[src/kpd_pkg.sv]
// kpd_pkg: shared types and constants for the KMP period detector.
// No dependencies; every other file of the block but kpd_rem uses it.
package kpd_pkg;

    localparam int CHAR_W  = 8;   // one string byte
    localparam int FIELD_W = 11;  // period and length result fields

    typedef enum logic [2:0] {
        S_IDLE,
        S_SCAN,
        S_DSTART,
        S_DIV,
        S_EMIT
    } t_state;

    // controller -> datapath
    typedef struct packed {
        logic take;       // input item accepted this cycle
        logic step;       // follow one failure link
        logic commit;     // write border entry, advance position
        logic div_start;  // launch length % period
        logic load_out;   // fill result register, clear string state
    } t_dp_cmd;

    // datapath -> controller
    typedef struct packed {
        logic pos_zero;   // no byte stored yet
        logic pos_full;   // store full, next byte is dropped
        logic scan_done;  // border walk ends this cycle
        logic last;       // held last flag of the byte in work
        logic div_busy;   // remainder unit running
        logic out_busy;   // result register holds an item not taken
    } t_dp_sts;

endpackage

[src/kpd_ctrl.sv]
// kpd_ctrl: sequencer for byte intake, border walk, remainder and result load.
// Depends on kpd_pkg.
module kpd_ctrl (
    input  logic             i_clk,
    input  logic             i_rst_n,
    input  logic             i_in_valid,
    input  logic             i_in_last,
    input  kpd_pkg::t_dp_sts i_sts,
    output logic             o_in_ready,
    output kpd_pkg::t_dp_cmd o_cmd
);
    kpd_pkg::t_state r_state;
    kpd_pkg::t_state n_state;

    always_ff @(posedge i_clk) begin
        if (!i_rst_n) begin
            r_state <= kpd_pkg::S_IDLE;
        end else begin
            r_state <= n_state;
        end
    end

    always_comb begin
        n_state = r_state;
        case (r_state)
            kpd_pkg::S_IDLE: begin
                if (i_in_valid) begin
                    if (i_sts.pos_full || i_sts.pos_zero) begin
                        n_state = i_in_last ? kpd_pkg::S_DSTART : kpd_pkg::S_IDLE;
                    end else begin
                        n_state = kpd_pkg::S_SCAN;
                    end
                end
            end
            kpd_pkg::S_SCAN: begin
                if (i_sts.scan_done) begin
                    n_state = i_sts.last ? kpd_pkg::S_DSTART : kpd_pkg::S_IDLE;
                end
            end
            kpd_pkg::S_DSTART: begin
                n_state = kpd_pkg::S_DIV;
            end
            kpd_pkg::S_DIV: begin
                if (!i_sts.div_busy) begin
                    n_state = kpd_pkg::S_EMIT;
                end
            end
            kpd_pkg::S_EMIT: begin
                if (!i_sts.out_busy) begin
                    n_state = kpd_pkg::S_IDLE;
                end
            end
            default: begin
                n_state = kpd_pkg::S_IDLE;
            end
        endcase
    end

    always_comb begin
        o_in_ready      = 1'b0;
        o_cmd.take      = 1'b0;
        o_cmd.step      = 1'b0;
        o_cmd.commit    = 1'b0;
        o_cmd.div_start = 1'b0;
        o_cmd.load_out  = 1'b0;
        case (r_state)
            kpd_pkg::S_IDLE: begin
                o_in_ready = 1'b1;
                o_cmd.take = i_in_valid;
            end
            kpd_pkg::S_SCAN: begin
                o_cmd.step   = !i_sts.scan_done;
                o_cmd.commit = i_sts.scan_done;
            end
            kpd_pkg::S_DSTART: begin
                o_cmd.div_start = 1'b1;
            end
            kpd_pkg::S_DIV: begin
            end
            kpd_pkg::S_EMIT: begin
                o_cmd.load_out = !i_sts.out_busy;
            end
            default: begin
            end
        endcase
    end

endmodule
[config.mk]
export PLATFORM = sky130hd
export DESIGN_NAME = kpd_ctrl
export DESIGN_NICKNAME = d
export VERILOG_FILES = /design/src/kpd_pkg.sv /design/src/kpd_ctrl.sv
export SDC_FILE = /design/constraint.sdc
export NUM_CORES = 1
export LEC_CHECK = 0
export BUFFER_PORTS_ARGS = -buffer_cell sky130_fd_sc_hd__buf_4
export CAP_MARGIN = 20
export CORE_AREA = 8 8 45 47
export CTS_CLUSTER_DIAMETER = 100
export DETAILED_ROUTE_END_ITERATION = 10
export DIE_AREA = 0 0 53 55
export GPL_TIMING_DRIVEN = 0
export PLACE_DENSITY_LB_ADDON = 0.3
export SLEW_MARGIN = 20
export SYNTH_ARGS = -nofsm -noshare
export SYNTH_HDL_FRONTEND = slang
export SYNTH_SLANG_ARGS = --single-unit
[constraint.sdc]
create_clock -name i_clk -period 2.76 [get_ports i_clk]
set_input_delay 0.552 -clock i_clk [delete_from_list [all_inputs] [get_ports i_clk]]
set_output_delay 0.552 -clock i_clk [all_outputs]
set_load 0.01 [all_outputs]
==> Word-level counts from Yosys, hierarchy flattened <==
Index checks and enable logic that the tools add are counted.
{ "totals": {"output_inout_bits": 6, "regBits": 3, "wordCells": 27} }
{ "op_classes": {"mux": 13, "reduce_logical": 5, "eq_ne": 8} }
{ "op_table": {"columns": ["operator", "count"], "rows": [
  ["case mux 3 bit (5 select lines)", 1],
  ["two-way mux 3 bit", 4],
  ["two-way mux 2 bit", 4],
  ["!= test 2 bit (second input constant)", 4],
  ["== test 3 x 2 -> 1 bit (second input constant)", 2],
  ["two-way mux 1 bit", 4],
  ["AND reduction 4 bit", 1],
  ["== test 3 x 1 -> 1 bit (second input constant)", 1],
  ["== test 3 bit (second input constant)", 1],
  ["zero test 3 bit", 1],
  ["zero test 1 bit", 2],
  ["logical OR 1 bit", 1]
]} }

==> Longest topological paths before layout <==
{ "depth": {"depth_word": 4, "mapped_depth": 4, "depth_no_buf": 3} }

==> Worst setup path after synthesis <==
No wires, ideal clock.
{ "synth_path": {"kind": "reg-to-output", "startpoint": "register r_state[2]", "endpoint": "output o_cmd[4] (netlist bit)", "arrival_time_ps": 990, "path_slack_ps": 1218, "required_time_ps": 2208, "path_stages_with_launch": 4, "path_cell_list": "dfxtp_1 -> buf_6 -> nor3_1 -> and2_1"} }
{ "synth_lines": {"columns": ["item", "line_no", "text"], "rows": [
  ["from (decl)", "kpd_ctrl.sv:12", "kpd_pkg::t_state r_state;"],
  ["from (signal assigned)", "kpd_ctrl.sv:17", "r_state <= kpd_pkg::S_IDLE;"],
  ["from (signal assigned)", "kpd_ctrl.sv:19", "r_state <= n_state;"],
  ["to (decl)", "kpd_ctrl.sv:10", "output kpd_pkg::t_dp_cmd o_cmd"]
]} }

==> metrics <==
outcome=finished clean; gr usage total=roughly 5.9%; top cells by area, synth=dfxtp_1 25%, and4bb_1 11%, nand4b_1 7.4%, nor2_1 6.3%, nand2b_1 5.3%; max cap viols=0; Clock transition at path regs=0.04 ns; Non-Filler Instances=64; CTS tree=built; die area=just under 0.003 mm^2; Critical Path AT=between 1 and 1.5 ns; R2R cell count=3; clk_lat worst skew=approximately 0.23 ns; pwr/cell area=about 470 mW/mm^2; Die Wd=53 um; # DRC=0; Net Sw Frac=roughly 28%; max-slew violations=0; hold depth=3; register bit total from synthesis=3; Max clock buf depth=2; Slew @ Worst Pin=0.2710 ns; port bufs=15; Post-Synth Simple-Gate Area=a little under three fifths; # rows=14; CP endpoint kind=primary output; clock root buffer=clkbuf_4; Commonest cells post-synth=4 x nor2_1, 3 x dfxtp_1; Post-DP HPWL=approximately 550 um; Ant. Diodes=0; Final min period=about 1.7 ns; Post-synth EDFFs=0; FMAX=0.5797 GHz; fin crit share=between 60% and 70%; global-route wire length before repair=approximately 1.2 mm; DR WL/cell=~11 um; Hold WC Path Type=primary input to flip-flop; mux contribution to synthesized area=0%; Clock Power Share=between 40% and 50%; dpl cell area=~370 um^2; Reg power frac=around 28%; vias in the first global route=approximately 290; Unique masters post-synth=20; dominant synthesized flop cell=dfxtp_1; Worst slew margin=a little over 80%; Synth Area in Compound Gates=a little over a tenth; Setup TNS=0 ns; Top Registers=r_state x3; Finished Cell Area=about 400 um^2; synth warn=0; Synth Area in XOR/XNOR=0%; Clock Sinks=3; share of cells above drive strength 1=between 40% and 50%; final setup fails=0; largest family of logic cells by synthesized area=simple AND/OR/NAND/NOR gates; WL final=between 600 and 700 um; ys async rst share=0%; Final Hold Viols=0; RSZ-0062 raised after global routing=no; Net Count, Synth=39; P_int=between 100 and 150 uW; Cell Area, Synth=roughly 240 um^2; initial antenna violation count=0; post-CTS resize count=0; Initial Utilization=between 10% and 20%; Comb pwr share=between 30% and 40%; Placer Congestion=just under 0.7; Vert. Die Dim=around 55 um; post-route ant nets=0; Top reg by flops=r_state; Synth area leader=dfxtp_1; CP Launch Type=flip-flop; most common cell in the netlist=nor2_1; number of hold buffers added after CTS=0; fin nets=about 60; Yosys top cell area share=25.40%; largest net degree at the start of global routing=11; Core Box Area=around 0.0014 mm^2; total CTS buffers=3; critical path type=flip-flop to primary output; num ports=16; Setup Fix Bufs, Post-CTS=0; Post-Synth Adder-Cell Area=0%; Worst Hold Margin=~0.58 ns; CP required=2.21 ns; critical-path maximum fanout=10; htree depth=1; placed cells=60; via count=around 280; area grow syn2layout=67.20%; P_sw=between 50 and 60 uW; number of vias per cell=4.359; Leakage=about 0.18 nW; max reg flops=3; syn avg cell area=between 8 and 9 um^2; Max rail drop VDD=0.1293 mV; clock skew=approximately 0.0015 ns; Mapped Cells=29; initial DRC count=2; grt total ovfl=0; DR pass1 iterations=4; Seq/Total Area, Yosys=25.40%
[layout make-up]
type                       instances  area, um^2
tap                               16       20.02
multi-input combinational         24       160.2
fill                             157       988.4
clock buffer                       4       26.28
buffer                             2       16.27
sequential                         3       60.06
timing repair buffer              15       112.6
[kinds of logic (layout without fill, tap and decap cells)]
kind of cell / after synthesis / count (layout)
DFF: 3 / 3
AOI/OAI and AO/OA: 4 / 4
buffers and inverters: 2 / 21
and+or+nand+nor: 20 / 20
[metal layers]
layer  part of all wire [%]  GRT usage, %
met5                      0             0
met4                      0         6.466
met3                    8.0         3.743
met2                     43         7.031
met1                     48         6.525
[path summary, 6_finish.rpt]
kind                                              start                       to  slack [ns]
worst max-delay path            r_state[2]$_SDFFE_PN0P_                 o_cmd[4]        1.03
worst min-delay path                           i_sts[2]  r_state[1]$_SDFFE_PN0P_        0.58
worst max register to register  r_state[2]$_SDFFE_PN0P_  r_state[1]$_SDFFE_PN0P_        1.64
worst min register to register  r_state[0]$_SDFFE_PN0P_  r_state[0]$_SDFFE_PN0P_        0.64
[power groups by stage]
stage,Clock [mW],Combinational [mW],Sequential (mW)
detailed placement,0,0.0579,0.0530
global placement,0,0.0581,0.0530
CTS,0.0810,0.0582,0.0522
finish,0.0762,0.0571,0.0522
floorplan,0,0.0279,0.0514
global route,0.0897,0.0636,0.0529
[stage by stage]
stage	power [mW]	utilization, %	worst slack, ns
finish	0.1855	28.57	1.035
global route	0.2062	28.57	0.9413
CTS	0.1914	28.57	1.012
detailed placement	0.1108	26.67	1.109
global placement	0.1111	26.67	1.144
floorplan	0.07935	-	1.218
[layout by cell type, fill, tap and decap left out]
cell type / count
buf_6: 1
nand4b_1: 2
nor2b_1: 1
o21ai_0: 1
or4_1: 1
buf_4: 15
a31oi_1: 1
nor2_1: 4
nor4b_1: 1
buf_2: 1
and2_1: 1
nor3b_1: 1
clkbuf_1: 1
dfxtp_1: 3
nand3_1: 1
a221oi_1: 1
nand2b_1: 2
nand2_1: 2
a21oi_1: 1
clkbuf_4: 3
nand2_4: 1
nor3_1: 1
and4bb_1: 2
[worst max-delay path, cell delays in order (launching register included)]
cell and delay [ns]:
dfxtp_1 0.31, buf_6 0.13, nor3_1 0.23, and2_1 0.16, buf_4 0.11
(Power assumes the default switching activity.)
